==> src/design/s3tc_pkg.sv <==
// Shared types, constants and helper functions of the S3TC block decoder.
package s3tc_pkg;

  typedef enum logic [2:0] {
    MODE_DXT1 = 3'd0,
    MODE_DXT2 = 3'd1,
    MODE_DXT3 = 3'd2,
    MODE_DXT4 = 3'd3,
    MODE_DXT5 = 3'd4
  } mode_e;

  // Configuration map: register index taken from paddr bit 2.
  localparam int unsigned PADDR_W  = 3;
  localparam logic        REG_MODE = 1'b0;

  localparam int unsigned COORD_W    = 12;
  localparam int unsigned POS_W      = 14;
  localparam int unsigned MOD_W      = 15;
  localparam int unsigned LANES      = 4;
  localparam int unsigned DIV_BITS   = 2;
  localparam int unsigned DIV_STAGES = 8 / DIV_BITS;
  localparam int unsigned LANE_DEPTH = DIV_STAGES + 1;

  typedef struct packed {
    logic [63:0]        block_lo;
    logic [63:0]        block_hi;
    logic [COORD_W-1:0] block_col;
    logic [COORD_W-1:0] block_row;
  } in_item_t;

  typedef struct packed {
    logic [31:0]      pixel0;
    logic [31:0]      pixel1;
    logic [31:0]      pixel2;
    logic [31:0]      pixel3;
    logic [POS_W-1:0] pixel_x;
    logic [POS_W-1:0] pixel_y;
    logic             last_row;
  } row_item_t;

  typedef struct packed {
    logic [7:0] r;
    logic [7:0] g;
    logic [7:0] b;
  } rgb_t;

  typedef struct packed {
    logic [7:0] a;
    logic [7:0] b;
    logic [7:0] g;
    logic [7:0] r;
  } texel_t;

  typedef struct packed {
    logic dxt1;
    logic expl;
    logic premul;
    logic three;
  } fmt_t;

  typedef struct packed {
    rgb_t [3:0]      col;
    logic [7:0][7:0] alpha;
    fmt_t            fmt;
  } pal_t;

  // Row tag that travels alongside the lanes.
  typedef struct packed {
    logic             vld;
    logic [POS_W-1:0] pixel_x;
    logic [POS_W-1:0] pixel_y;
    logic             last_row;
  } tag_t;

  // One colour channel inside the un-premultiply divider.
  typedef struct packed {
    logic [7:0] c;
    logic [7:0] rem;
    logic [7:0] nlo;
    logic [7:0] quo;
    logic       sat;
    logic       bypass;
  } chan_t;

  typedef struct packed {
    logic [7:0]      a;
    chan_t [2:0]     ch;
  } lane_st_t;

  function automatic rgb_t expand565(input logic [15:0] v);
    rgb_t t;
    t.r = {v[15:11], v[15:13]};
    t.g = {v[10:5], v[10:9]};
    t.b = {v[4:0], v[4:2]};
    return t;
  endfunction

  // Division by three through a reciprocal, exact for x up to 766.
  function automatic logic [7:0] div3(input logic [9:0] x);
    logic [19:0] p;
    p = x * 10'd683;
    return p[18:11];
  endfunction

  // Division by seven, exact for x up to 1788.
  function automatic logic [7:0] div7(input logic [10:0] x);
    logic [22:0] p;
    p = x * 12'd2341;
    return p[21:14];
  endfunction

  // Division by five, exact for x up to 1278.
  function automatic logic [7:0] div5(input logic [10:0] x);
    logic [22:0] p;
    p = x * 12'd3277;
    return p[21:14];
  endfunction

  // Six steps of a restoring remainder against m, most significant bit first.
  function automatic logic [COORD_W-1:0] mod_steps(input logic [COORD_W-1:0] r,
                                                  input logic [5:0] bits,
                                                  input logic [MOD_W-1:0] m);
    logic [COORD_W:0]   w;
    logic [COORD_W-1:0] acc;
    acc = r;
    for (int i = 5; i >= 0; i--) begin
      w = {acc, bits[i]};
      if ({2'b00, w} >= m) begin
        w = w - m[COORD_W:0];
      end
      acc = w[COORD_W-1:0];
    end
    return acc;
  endfunction

  // One quotient bit of the long division of c*255 by alpha.
  function automatic chan_t div_step(input chan_t ch, input logic [7:0] a);
    logic [8:0] r2;
    chan_t      o;
    o     = ch;
    r2    = {ch.rem, ch.nlo[7]};
    o.nlo = {ch.nlo[6:0], 1'b0};
    if (r2 >= {1'b0, a}) begin
      o.rem = 8'(r2 - {1'b0, a});
      o.quo = {ch.quo[6:0], 1'b1};
    end else begin
      o.rem = r2[7:0];
      o.quo = {ch.quo[6:0], 1'b0};
    end
    return o;
  endfunction

endpackage

==> src/design/s3tc_lane.sv <==
// One texel lane: palette lookup, alpha selection and the un-premultiply divider.
module s3tc_lane (
  input  logic             clk_i,
  input  logic             en_i,
  input  s3tc_pkg::pal_t   pal_i,
  input  logic [1:0]       cidx_i,
  input  logic [3:0]       acode_i,
  output s3tc_pkg::texel_t texel_o
);
  import s3tc_pkg::*;

  function automatic chan_t setup(input logic [7:0] c, input logic [7:0] a,
                                  input logic premul);
    logic [15:0] n;
    chan_t       ch;
    n         = {c, 8'h00} - {8'h00, c};
    ch.c      = c;
    ch.rem    = n[15:8];
    ch.nlo    = n[7:0];
    ch.quo    = '0;
    // With c above alpha the quotient would reach 256 or more.
    ch.sat    = (c > a);
    ch.bypass = !premul || (a == 8'h00);
    return ch;
  endfunction

  function automatic lane_st_t advance(input lane_st_t s);
    lane_st_t o;
    o = s;
    for (int j = 0; j < DIV_BITS; j++) begin
      for (int k = 0; k < 3; k++) begin
        o.ch[k] = div_step(o.ch[k], s.a);
      end
    end
    return o;
  endfunction

  function automatic logic [7:0] finish(input chan_t ch);
    logic [7:0] v;
    priority if (ch.bypass) begin
      v = ch.c;
    end else if (ch.sat) begin
      v = 8'hFF;
    end else begin
      v = ch.quo;
    end
    return v;
  endfunction

  lane_st_t st_q [LANE_DEPTH];
  lane_st_t st_d [LANE_DEPTH];

  always_comb begin
    rgb_t       c;
    logic [7:0] a;
    c = pal_i.col[cidx_i];
    priority if (pal_i.fmt.dxt1) begin
      a = (pal_i.fmt.three && (cidx_i == 2'd3)) ? 8'h00 : 8'hFF;
    end else if (pal_i.fmt.expl) begin
      a = {acode_i, acode_i};
    end else begin
      a = pal_i.alpha[acode_i[2:0]];
    end
    st_d[0].a     = a;
    st_d[0].ch[2] = setup(c.r, a, pal_i.fmt.premul);
    st_d[0].ch[1] = setup(c.g, a, pal_i.fmt.premul);
    st_d[0].ch[0] = setup(c.b, a, pal_i.fmt.premul);
    for (int k = 1; k < LANE_DEPTH; k++) begin
      st_d[k] = advance(st_q[k-1]);
    end
  end

  always_ff @(posedge clk_i) begin
    if (en_i) begin
      for (int k = 0; k < LANE_DEPTH; k++) begin
        st_q[k] <= st_d[k];
      end
    end
  end

  assign texel_o.a = st_q[LANE_DEPTH-1].a;
  assign texel_o.r = finish(st_q[LANE_DEPTH-1].ch[2]);
  assign texel_o.g = finish(st_q[LANE_DEPTH-1].ch[1]);
  assign texel_o.b = finish(st_q[LANE_DEPTH-1].ch[0]);

endmodule

==> config.mk <==
export PLATFORM = sky130hd
export DESIGN_NAME = s3tc_lane
export DESIGN_NICKNAME = d
export VERILOG_FILES = /design/src/design/s3tc_pkg.sv /design/src/design/s3tc_lane.sv
export SDC_FILE = /design/constraint.sdc
export NUM_CORES = 1
export LEC_CHECK = 0
export CAP_MARGIN = 25
export CORE_ASPECT_RATIO = 0.75
export CORE_UTILIZATION = 58
export DETAILED_ROUTE_END_ITERATION = 16
export DONT_BUFFER_PORTS = 1
export GPL_TIMING_DRIVEN = 0
export PLACE_DENSITY_LB_ADDON = 0.2
export SKIP_CTS_REPAIR_TIMING = 1
export SLEW_MARGIN = 20
export SYNTH_ARGS = -nofsm -noshare
export SYNTH_HDL_FRONTEND = slang
export SYNTH_SLANG_ARGS = --single-unit
==> constraint.sdc <==
create_clock -name clk_i -period 10.2 [get_ports clk_i]
set_clock_uncertainty 0.2 [all_clocks]
set_input_delay 2.04 -clock clk_i [delete_from_list [all_inputs] [get_ports clk_i]]
set_output_delay 2.04 -clock clk_i [all_outputs]
set_load 0.005 [all_outputs]
# Yosys cells after proc, flatten, opt, wreduce, memory -nomap -nowiden
# Memories as Yosys holds them, arrays and structs flattened.
# Index checks and enable logic that the tools add are counted.
totals:
  register_bits: 0
  ramBits: 550
  input_bits: 172
  output_inout_bits: 32
  word_cells: 125
  mem_count: 1
memory_table:
  columns: ["name", "depth", "word_bits", "read_ports", "rd_ports_with_merged_regs", "write_ports", "line", "source"]
  rows:
  - ["st_q", 5, 110, 5, 0, 5, "s3tc_lane.sv:50", "lane_st_t st_q [LANE_DEPTH];"]
op_classes:
  n_addsub: 27
  n_lt_le_gt_ge: 29
  eq_ne: 1
  mux: 63
  reduce_logical: 4
op_table:
  columns: ["op", "n"]
  rows:
  - ["8-bit 2-to-1 mux", 34]
  - ["9-bit by 8-bit >= comparator with 1-bit output", 24]
  - ["8-bit subtractor", 24]
  - ["24-bit binary-select mux with 2-bit select", 1]
  - ["16-bit by 8-bit subtractor with 16-bit output", 3]
  - ["1-bit 2-to-1 mux", 26]
  - ["8-bit binary-select mux with 3-bit select", 1]
  - ["8-bit > comparator", 3]
  - ["24-bit 2-to-1 mux", 1]
  - ["8-bit logical NOT", 1]
  - ["3-bit by 4-bit less-than comparator with 1-bit output (second input constant)", 1]
  - ["2-bit by 3-bit less-than comparator with 1-bit output (second input constant)", 1]
  - ["2-bit equality test (second input constant)", 1]
  - ["1-bit logical AND", 1]
  - ["1-bit logical NOT", 1]
  - ["1-bit logical OR", 1]

# Depth between registers and ports, before layout
# Gate-level depths: netlist of run 1.
depth:
  ltp_word: 6
  mapped_depth: 19
  depth_no_buf: 18

# Worst setup path before layout of run 1
# OpenSTA, ideal clock, no wires.
synth_path:
  path_type: "in2reg"
  start: "input acode_i[0]"
  end: "memory st_q[0][1] in the netlist's numbering, data pin"
  setup_time_ns: 0.259
  t_arrival_ns: 4.652
  required_ns: 9.741
  slack_ns: 5.089
  stages: 14
  n_path_buf: 2
  cell_sequence: "clkbuf_1 -> buf_2 -> mux4_2 -> o21ai_0 -> nor2_1 -> nor2_1 -> ha_1 -> nor2b_1 -> o21a_1 -> o21ai_0 -> nand2b_1 -> a21oi_1 -> o21ai_0 -> o31a_1"
synth_rtl:
  columns: ["element", "line", "source"]
  rows:
  - ["from (decl)", "s3tc_lane.sv:7", "input logic [3:0] acode_i,"]
  - ["to (decl)", "s3tc_lane.sv:50", null]

==> results.sh, run 1 <==
export IMPL_top_register="st_q"
export IMPL_met2_usage=0.421
export IMPL_remaining_drc_errors=0
export IMPL_holdPathStages=0
export IMPL_crit_reg2reg_capture="st_q[0][163]$_DFFE_PP_"
export IMPL_syn_area_per_cell_sq_um=11.9
export IMPL_netlist_instances=1977
export IMPL_wl_um=57200
export IMPL_cts_buffers=38
export IMPL_status="complete, no violations"
export IMPL_r2r_slack_ns=4.55
export IMPL_antenna_found_initial=16
export IMPL_cts_tree="done"
export IMPL_clockRootBuffer="clkbuf_16"
export IMPL_routedWlPerCell_um=22.2
export IMPL_finalCriticalPeriod_ns=5.65
export IMPL_dr_total_vias=15900
export IMPL_max_slew_margin_rel=0.301
export IMPL_synth_seq_area_share=0.489
export IMPL_num_rows=63
export IMPL_die_h_um=177
export IMPL_place_gp_congestion=0.997
export IMPL_synthTopCellsByArea="edfxtp_1 49%, ha_1 12%, mux2_2 4.7%"
export IMPL_hold_class="flip-flop to flip-flop"
export IMPL_io_pins=204
export IMPL_r2r_start="st_q[0][103]$_DFFE_PP_"
export IMPL_synth_seq_cells=384
export IMPL_overflow=0
export IMPL_drt_vias_per_instance=6.18
export IMPL_reg_largest_list="st_q: 384 flops"
export IMPL_cp_required_ns=10.31
export IMPL_grtUsageTotal=0.278
export IMPL_synth_async_reset_ratio=0
export IMPL_crit_path_end_kind="flip-flop"
export IMPL_synthToLayoutAreaGrowth_pct=8.00
export IMPL_finalSetupViolations=0
export IMPL_power_w=0.00827
export IMPL_timing_hold_ws_ns=0.213
export IMPL_initial_utilization=0.593
export IMPL_busiest_layer="met2"
export IMPL_yosysWarnings=0
export IMPL_final_util=0.640
export IMPL_first_pass_iters=6
export IMPL_peakVddDrop_v=0.000145
export IMPL_synth_fp_nets=2389
export IMPL_largest_register_ffs=384
export IMPL_rr_worst_depth=16
export IMPL_port_buffers=0
export IMPL_setup_tns_ns=0
export IMPL_crit_fanout=12
export IMPL_fmaxAchievable_mhz=177
export IMPL_powerDensity_nw_per_um2=324
export IMPL_syn_area_sq_um=23600
export IMPL_clk_pin_slew_worst_paths_ns=0.06
export IMPL_yosys_area_top_type="edfxtp_1"
export IMPL_drive_above_1_share=0.117
export IMPL_synth_distinct_cells=70
export IMPL_worstSetupPathType="flip-flop to flip-flop"
export IMPL_core_area_sq_um=39800
export IMPL_drt_iter0_markers=1511
export IMPL_arrival_ns=5.76
export IMPL_start_kind="flip-flop"
export IMPL_slowest_delay_ns=0.73
export IMPL_clk_insertion_delay_late_ns=0.57
export IMPL_min_delay_start="st_q[0][320]$_DFFE_PP_"
export IMPL_use_met1=0.400
export IMPL_hold_viol=0
export IMPL_clk_path_buf_depth=3
export IMPL_grt_pass1_vias=15300
export IMPL_dieWidth_um=235
export IMPL_p_leak_nw=9.87
export IMPL_synth_edf_count=384
export IMPL_cap_violations=0
export IMPL_grt_util_met3=0.0608
export IMPL_n_fill_cell=3030
export IMPL_hold_path_end="st_q[0][430]$_DFFE_PP_"
export IMPL_rsz0062_at_grt="false"
export IMPL_ant_nets=0
export IMPL_drv_slew=0
export IMPL_final_net_count=2429
export IMPL_cpMaxStageDelayCell="o311ai_1"
export IMPL_dieArea_sq_um=41500
export IMPL_grt_pass1_wl_um=87500
export IMPL_period_share=0.554
export IMPL_cts_sinks=384
export IMPL_path_cells="inv_1 -> ha_1 -> o21ai_0 -> nor3b_1 -> o311ai_1 -> clkbuf_1 -> nor2_1 -> a21oi_1 -> ha_1 -> nor2b_1 -> o21ai_0 -> a21oi_1 -> or4b_2 -> nand3_1 -> nand2_1 -> mux2_2"
export IMPL_yosysTopAreaCellShare=0.489
export IMPL_synth_ff_type="edfxtp_1"
export IMPL_worst_pin_slew_ns=1.05
export IMPL_dpl_hpwl_um=43500
export IMPL_grt_max_degree=385
export IMPL_h_tree_depth=2
==> kinds of logic after synthesis <==
kind of cell	after synthesis	synth area share
AOI/OAI and AO/OA	462	0.127
and+or+nand+nor	460	0.0933
DFF	384	0.489
adders and majority gates	240	0.134
buffers and inverters	178	0.0305
muxes	155	0.0901
xor gates and xnor gates	98	0.0364
==> area by class of cell <==
| type | instances | area (sq um) | area share |
|---|---|---|---|
| Sequential cell | 384 | 11500 | 0.452 |
| Multi-Input combinational cell | 1415 | 11300 | 0.445 |
| Clock buffer | 43 | 970 | 0.0380 |
| Tap cell | 520 | 651 | 0.0255 |
| Inverter | 141 | 529 | 0.0208 |
| Clock inverter | 21 | 238 | 0.00933 |
| Buffer | 37 | 190 | 0.00746 |
| Antenna cell | 12 | 30.0 | 0.00118 |
==> metal layers <==
metal  vias up  share of wire
li1       7538              -
met1      7672           0.46
met2       600           0.43
met3        92          0.086
met4         2          0.027
met5         -        0.00030
==> synth_stat cells, types with 31 or more instances <==
| cell | instances |
|---|---|
| a21o_1 | 43 |
| ha_1 | 219 |
| inv_1 | 139 |
| nand2_1 | 117 |
| nor2b_1 | 33 |
| a21oi_1 | 112 |
| mux2_2 | 99 |
| o21a_1 | 37 |
| xor2_1 | 31 |
| o21ai_0 | 136 |
| nor2_1 | 143 |
| xnor2_1 | 67 |
| mux4_2 | 36 |
| edfxtp_1 | 384 |
==> cells in the final DEF, fill, tap and decap left out, types with 12 or more instances in the layout <==
cell type	Yosys	layout
a211oi_1	18	18
nor3_1	22	22
nor2b_1	33	33
nand3_1	29	29
nand2_1	117	117
o21bai_1	17	17
diode_2	0	12
ha_1	219	219
o21a_1	37	37
inv_1	139	139
a21oi_1	112	112
nand4_1	29	29
clkbuf_1	21	26
nor2_1	143	143
or2_2	15	15
xor2_1	31	31
mux4_2	36	36
clkbuf_16	0	38
mux2i_1	20	20
xnor2_1	67	67
a21o_1	43	43
fa_1	21	21
mux2_2	99	99
o21ai_0	136	136
nand2b_1	29	29
edfxtp_1	384	384
==> per-stage QoR <==
stage	worst slack, ns	area, sq um	std cells
finish	4.55	25500	2573
global route	4.15	25500	2569
CTS	4.50	25500	2561
detailed placement	4.46	24200	2497
global placement	4.32	24200	2497
floorplan	5.09	23600	1977
==> worst max-delay path by stage <==
stage | endpoint | cells after the start | start
2_1_floorplan | st_q[0][1]$_DFFE_PP_ | 14 | acode_i[0]
3_3_place_gp | st_q[0][163]$_DFFE_PP_ | 16 | st_q[0][103]$_DFFE_PP_
3_5_place_dp | st_q[0][1]$_DFFE_PP_ | 14 | acode_i[0]
4_1_cts | st_q[0][163]$_DFFE_PP_ | 16 | st_q[0][103]$_DFFE_PP_
5_1_grt | st_q[0][163]$_DFFE_PP_ | 16 | st_q[0][103]$_DFFE_PP_
6_report | st_q[0][163]$_DFFE_PP_ | 16 | st_q[0][103]$_DFFE_PP_
==> power by group <==
part	switching (W)	internal [W]	total [W]
Combinational	0.00237	0.00204	0.00441
Sequential	0.000202	0.00229	0.00249
Clock	0.000612	0.000749	0.00136
Total	0.00319	0.00508	0.00827
==> critical path: cells and delay by family (launching register included) <==
family | cells | cell delay, ns
simple gates | 6 | 1.37
buf+inv | 2 | 1.01
compound gates | 5 | 1.46
fa+ha+maj | 2 | 0.59
mux | 1 | 0.37
flops | 1 | 0.41
Power figures use the tool's default switching activity.
==> inputs of run 2 (changes only) <==
==> constraint.sdc (replaced) <==
create_clock -name clk_i -period 5.6 [get_ports clk_i]
set_clock_uncertainty 0.2 [all_clocks]
set_input_delay 1.12 -clock clk_i [delete_from_list [all_inputs] [get_ports clk_i]]
set_output_delay 1.12 -clock clk_i [all_outputs]
set_load 0.005 [all_outputs]
==> run 2 against run 1 <==
- clock power grew 82%
- wire length grew 0.57%
- setup slack lost 4.3 ns
- highest routed layer unchanged
- largest cell class unchanged
- sequential share of layout area shrank 0.27 points
==> results.sh, run 2 (synthesis results as in run 1) <==
export IMPL_port_buffers=0
export IMPL_dieWidth_um=235
export IMPL_drv_slew=0
export IMPL_peakVddDrop_v=0.000263
export IMPL_core_area_sq_um=39800
export IMPL_top_layer_used="met5"
export IMPL_cpMaxStageDelayCell="edfxtp_1"
export IMPL_holdPathStages=0
export IMPL_finalCriticalPeriod_ns=5.38
export IMPL_final_common_cell="edfxtp_1"
export IMPL_drt_iter0_markers=1409
export IMPL_arrival_ns=5.49
export IMPL_min_delay_start="st_q[0][331]$_DFFE_PP_"
export IMPL_dpl_hpwl_um=43500
export IMPL_seq_area_sq_um=11500
export IMPL_cap_violations=0
export IMPL_clk_pin_slew_worst_paths_ns=0.06
export IMPL_worstSetupPathType="flip-flop to flip-flop"
export IMPL_clk_insertion_delay_late_ns=0.57
export IMPL_fmaxAchievable_mhz=186
export IMPL_cp_common_cell="o21ai_0"
export IMPL_period_share=0.961
export IMPL_routedWlPerCell_um=22.2
export IMPL_first_pass_iters=6
export IMPL_initial_utilization=0.593
export IMPL_wl_met3_um=4650
export IMPL_n_fill_cell=3004
export IMPL_post_place_cells=2497
export IMPL_r2r_start="st_q[0][108]$_DFFE_PP_"
export IMPL_die_h_um=177
export IMPL_multi_input_area_sq_um=11400
export IMPL_ant_nets=0
export IMPL_cts_sinks=384
export IMPL_path_buf_inv=2
export IMPL_worst_path_stages=15
export IMPL_dieArea_sq_um=41500
export IMPL_synthToLayoutAreaGrowth_pct=8.66
export IMPL_crit_fanout=9
export IMPL_cp_required_ns=5.71
export IMPL_h_tree_depth=2
export IMPL_grt_pass1_wl_um=87500
export IMPL_setup_tns_ns=0
export IMPL_r2r_slack_ns=0.22
export IMPL_crit_start="st_q[0][108]$_DFFE_PP_"
export IMPL_grtUsageTotal=0.278
export IMPL_remaining_drc_errors=0
export IMPL_dr_total_vias=16000
export IMPL_largest_register_ffs=384
export IMPL_grt_max_degree=385
export IMPL_overflow=0
export IMPL_drt_vias_per_instance=6.17
export IMPL_num_rows=63
export IMPL_final_cell_mix="384 x edfxtp_1, 219 x ha_1, 143 x nor2_1, 136 x o21ai_0, 135 x inv_1"
export IMPL_p_leak_nw=9.93
export IMPL_finalSetupViolations=0
export IMPL_slowest_delay_ns=0.47
export IMPL_hold_viol=0
export IMPL_status="complete, no violations"
export IMPL_place_gp_congestion=0.997
export IMPL_hold_class="flip-flop to flip-flop"
export IMPL_wl_met1_um=26500
export IMPL_cts_tree="done"
export IMPL_antenna_found_initial=16
export IMPL_grt_pass1_vias=15300
export IMPL_rr_worst_depth=15
export IMPL_cts_buffers=38
export IMPL_path_cells="clkinvlp_4 -> ha_1 -> clkbuf_1 -> nand4_1 -> o21ai_0 -> a211oi_2 -> a31oi_4 -> mux2_2 -> ha_1 -> o21ai_0 -> a21boi_0 -> o21ai_0 -> a2111o_1 -> nand2_2 -> mux2_2"
export IMPL_dr_wl_met2_um=24900
export IMPL_final_net_count=2443
export IMPL_rsz0062_at_grt="false"
export IMPL_max_slew_margin_rel=0.218
export IMPL_top_register="st_q"
export IMPL_cp_top_family="compound AO/OA/AOI/OAI gates"
export IMPL_powerDensity_nw_per_um2=589
export IMPL_clockRootBuffer="clkbuf_16"
export IMPL_drive_above_1_share=0.128
export IMPL_wl_um=57600
export IMPL_io_pins=204
export IMPL_reg_largest_list="st_q: 384 flops"
export IMPL_worst_pin_slew_ns=1.17
export IMPL_crit_path_end_kind="flip-flop"
export IMPL_clk_path_buf_depth=3
export IMPL_start_kind="flip-flop"
export IMPL_instances_no_fill=2588
==> run 2: path summary, 6_finish.rpt <==
path                       endpoint
max reg2reg  st_q[0][133]$_DFFE_PP_
max          st_q[0][133]$_DFFE_PP_
min          st_q[0][441]$_DFFE_PP_
min reg2reg  st_q[0][441]$_DFFE_PP_
==> run 2: report_power, final <==
| group | leakage (nW) | switching (W) | total, W | internal [W] |
|---|---|---|---|---|
| clock | 0.581 | 0.00111 | 0.00248 | 0.00136 |
| sequential | 3.74 | 0.000371 | 0.00454 | 0.00417 |
| combinational | 5.60 | 0.00435 | 0.00808 | 0.00373 |
| total | 9.93 | 0.00584 | 0.0151 | 0.00927 |
==> run 2: stage by stage <==
step | util | hold slack, ns | total power [W] | worst slack (ns) | instance area [sq um]
global route | 0.644 | 0.214 | 0.0161 | 0.0231 | 25600
global placement | 0.609 | 0.201 | 0.0122 | -0.284 | 24200
floorplan | - | 0.200 | 0.0106 | 0.811 | 23600
finish | 0.644 | 0.212 | 0.0151 | 0.220 | 25600
CTS | 0.640 | 0.208 | 0.0150 | -0.105 | 25500
detailed placement | 0.609 | 0.205 | 0.0125 | -0.0881 | 24200
==> run 2: worst register-to-register path, stage by stage (launching register included) <==
cell and delay [ns]:
edfxtp_1 0.47, clkinvlp_4 0.33, ha_1 0.38, clkbuf_1 0.32, nand4_1 0.16, o21ai_0 0.30
a211oi_2 0.13, a31oi_4 0.35, mux2_2 0.42, ha_1 0.37, o21ai_0 0.14, a21boi_0 0.27
o21ai_0 0.21, a2111o_1 0.43, nand2_2 0.25, mux2_2 0.40
==> run 2: final cells by class <==
type	instances	area share
Buffer	37	0.00751
Tap cell	520	0.0254
Timing Repair Buffer	14	0.00410
Multi-Input combinational cell	1415	0.444
Antenna cell	13	0.00127
Clock inverter	21	0.00927
Sequential cell	384	0.450
Inverter	141	0.0212
Clock buffer	43	0.0378
==> run 2: per-layer routing <==
metal | vias up | global-route usage
li1 | 7566 | -
met3 | 90 | 0.0608
met2 | 580 | 0.421
met4 | 2 | 0.0853
met1 | 7731 | 0.400
met5 | - | 0.0140
==> inputs of run 3 (changes only) <==
--- a/config.mk
+++ b/config.mk
@@ -5,9 +5,12 @@
 export SDC_FILE = /design/constraint.sdc
 export NUM_CORES = 1
 export LEC_CHECK = 0
+export ABC_CLOCK_PERIOD_IN_PS = 5600
 export CAP_MARGIN = 25
+export CELL_PAD_IN_SITES_DETAIL_PLACEMENT = 1
+export CELL_PAD_IN_SITES_GLOBAL_PLACEMENT = 1
 export CORE_ASPECT_RATIO = 0.75
-export CORE_UTILIZATION = 58
+export CORE_UTILIZATION = 53
 export DETAILED_ROUTE_END_ITERATION = 16
 export DONT_BUFFER_PORTS = 1
 export GPL_TIMING_DRIVEN = 0
==> run 3 against run 2 <==
- final cell count increased by 2.1%
- total power increased by 3.2%
- highest routed layer is now met4
- critical path type unchanged
- worst hold slack about the same
- first-iteration DRC count decreased by 14%
- register-to-register slack got worse by 0.097 ns
- setup slack got worse by 0.097 ns
- non-clock buffer count increased by 5
- sequential share of layout area decreased by 0.20 points
- sequential power increased by 1%
- sequential cell count unchanged
- die area increased by 9.3%
==> results.sh, run 3 (synthesis results as in run 1) <==
export IMPL_place_gp_congestion=0.875
export IMPL_h_tree_depth=2
export IMPL_hold_viol=0
export IMPL_status="complete, no violations"
export IMPL_drv_slew=0
export IMPL_clk_path_buf_depth=3
export IMPL_clockRootBuffer="clkbuf_16"
export IMPL_final_cell_mix="384 x edfxtp_1, 219 x ha_1, 143 x nor2_1, 135 x o21ai_0, 134 x inv_1"
export IMPL_setup_tns_ns=0
export IMPL_placed_area_sq_um=24300
export IMPL_port_buffers=0
export IMPL_cap_violations=0
export IMPL_top_register="st_q"
export IMPL_worst_pin_slew_ns=1.38
export IMPL_crit_fanout=10
export IMPL_rr_worst_depth=16
export IMPL_crit_path_end_kind="flip-flop"
export IMPL_period_share=0.978
export IMPL_reg_largest_list="st_q: 384 flops"
export IMPL_hold_class="flip-flop to flip-flop"
export IMPL_dieWidth_um=246
export IMPL_dieArea_sq_um=45400
export IMPL_grt_pass1_vias=17500
export IMPL_n_fill_cell=4451
export IMPL_largest_register_ffs=384
export IMPL_max_slew_margin_rel=0.0830
export IMPL_cts_buffers=40
export IMPL_holdPathStages=0
export IMPL_power_w=0.0156
export IMPL_cts_sinks=384
export IMPL_core_area_sq_um=43600
export IMPL_drt_vias_per_instance=6.25
export IMPL_remaining_drc_errors=0
export IMPL_peakVddDrop_v=0.000307
export IMPL_antenna_cells=0
export IMPL_worstSetupPathType="flip-flop to flip-flop"
export IMPL_cp_required_ns=5.69
export IMPL_grt_pass1_wl_um=100000
export IMPL_clk_insertion_delay_late_ns=0.57
export IMPL_crit_reg2reg_capture="st_q[0][200]$_DFFE_PP_"
export IMPL_powerDensity_nw_per_um2=605
export IMPL_fin_area_sq_um=25800
export IMPL_drt_iter0_markers=1206
export IMPL_routedWlPerCell_um=24.8
export IMPL_start_kind="flip-flop"
export IMPL_dpl_hpwl_um=48800
export IMPL_crit_start="st_q[0][103]$_DFFE_PP_"
export IMPL_num_rows=66
export IMPL_first_pass_iters=5
export IMPL_overflow=0
export IMPL_ant_nets=0
export IMPL_grtUsageTotal=0.290
export IMPL_die_h_um=185
export IMPL_grt_max_degree=385
export IMPL_arrival_ns=5.57
export IMPL_hold_path_end="st_q[0][127]$_DFFE_PP_"
export IMPL_wl_um=65500
export IMPL_p_leak_nw=9.96
export IMPL_drive_above_1_share=0.132
export IMPL_fmaxAchievable_mhz=183
export IMPL_dr_total_vias=16500
export IMPL_clk_pin_slew_worst_paths_ns=0.06
export IMPL_synthToLayoutAreaGrowth_pct=9.14
export IMPL_cts_tree="done"
export IMPL_finalSetupViolations=0
export IMPL_antenna_found_initial=3
export IMPL_io_pins=204
export IMPL_r2r_start="st_q[0][103]$_DFFE_PP_"
export IMPL_initial_utilization=0.541
export IMPL_min_delay_start="st_q[0][15]$_DFFE_PP_"
export IMPL_final_net_count=2450
export IMPL_r2r_slack_ns=0.12
export IMPL_finalCriticalPeriod_ns=5.48
export IMPL_final_common_cell="edfxtp_1"
[run 3: how the worst max path moves through the flow]
stage,end,slack (ns),cells past startpoint
floorplan,st_q[0][163]$_DFFE_PP_,0.81,16
global placement,st_q[0][163]$_DFFE_PP_,-0.18,16
detailed placement,st_q[0][166]$_DFFE_PP_,-0.50,16
finish,st_q[0][200]$_DFFE_PP_,0.12,16
CTS,st_q[0][166]$_DFFE_PP_,-0.56,16
global route,st_q[0][200]$_DFFE_PP_,-0.06,16
[run 3: layout make-up]
cell class	instances	area [sq um]	share of cell area
Sequential cell	384	11500	0.448
Multi-Input combinational cell	1415	11400	0.442
Clock buffer	51	1040	0.0405
Tap cell	578	723	0.0281
Inverter	141	548	0.0213
Clock inverter	18	186	0.00724
Buffer	35	184	0.00714
Timing Repair Buffer	21	158	0.00612
[run 3: stage by stage]
stage | setup WS, ns | hold slack (ns) | util | instances
floorplan | 0.811 | 0.200 | - | 1977
global placement | -0.176 | 0.200 | 0.558 | 2555
detailed placement | -0.504 | 0.205 | 0.558 | 2555
CTS | -0.563 | 0.200 | 0.586 | 2624
global route | -0.0560 | 0.225 | 0.591 | 2643
finish | 0.122 | 0.213 | 0.591 | 2643
[run 3: critical path, cell delays in order, from the launching register on]
cell and delay, ns:
edfxtp_1 0.44, clkinvlp_4 0.29, buf_4 0.24, ha_1 0.30, nor2b_1 0.20, o31ai_1 0.17, a31o_2 0.30, a22oi_2 0.49
mux2_2 0.44, ha_1 0.33, and2_1 0.19, nand4_1 0.10, o22ai_1 0.07, a211o_1 0.27, a311oi_1 0.33, nand2_1 0.41
mux2_2 0.42
[run 3: layer usage]
layer / GRT usage / vias up / routed length (um)
met1: 0.379 / 8337 / 27900
met3: 0.0438 / 130 / 3830
met4: 0.101 / 0 / 2100
met5: 0 / - / 0
li1: - / 7559 / -
met2: 0.493 / 496 / 31600
[run 3: where the power goes]
group          leakage [nW]  internal, W  total, W  switching (W)
combinational          5.63      0.00378   0.00844        0.00467
clock                 0.595      0.00142   0.00256        0.00114
sequential             3.74      0.00418   0.00459       0.000410
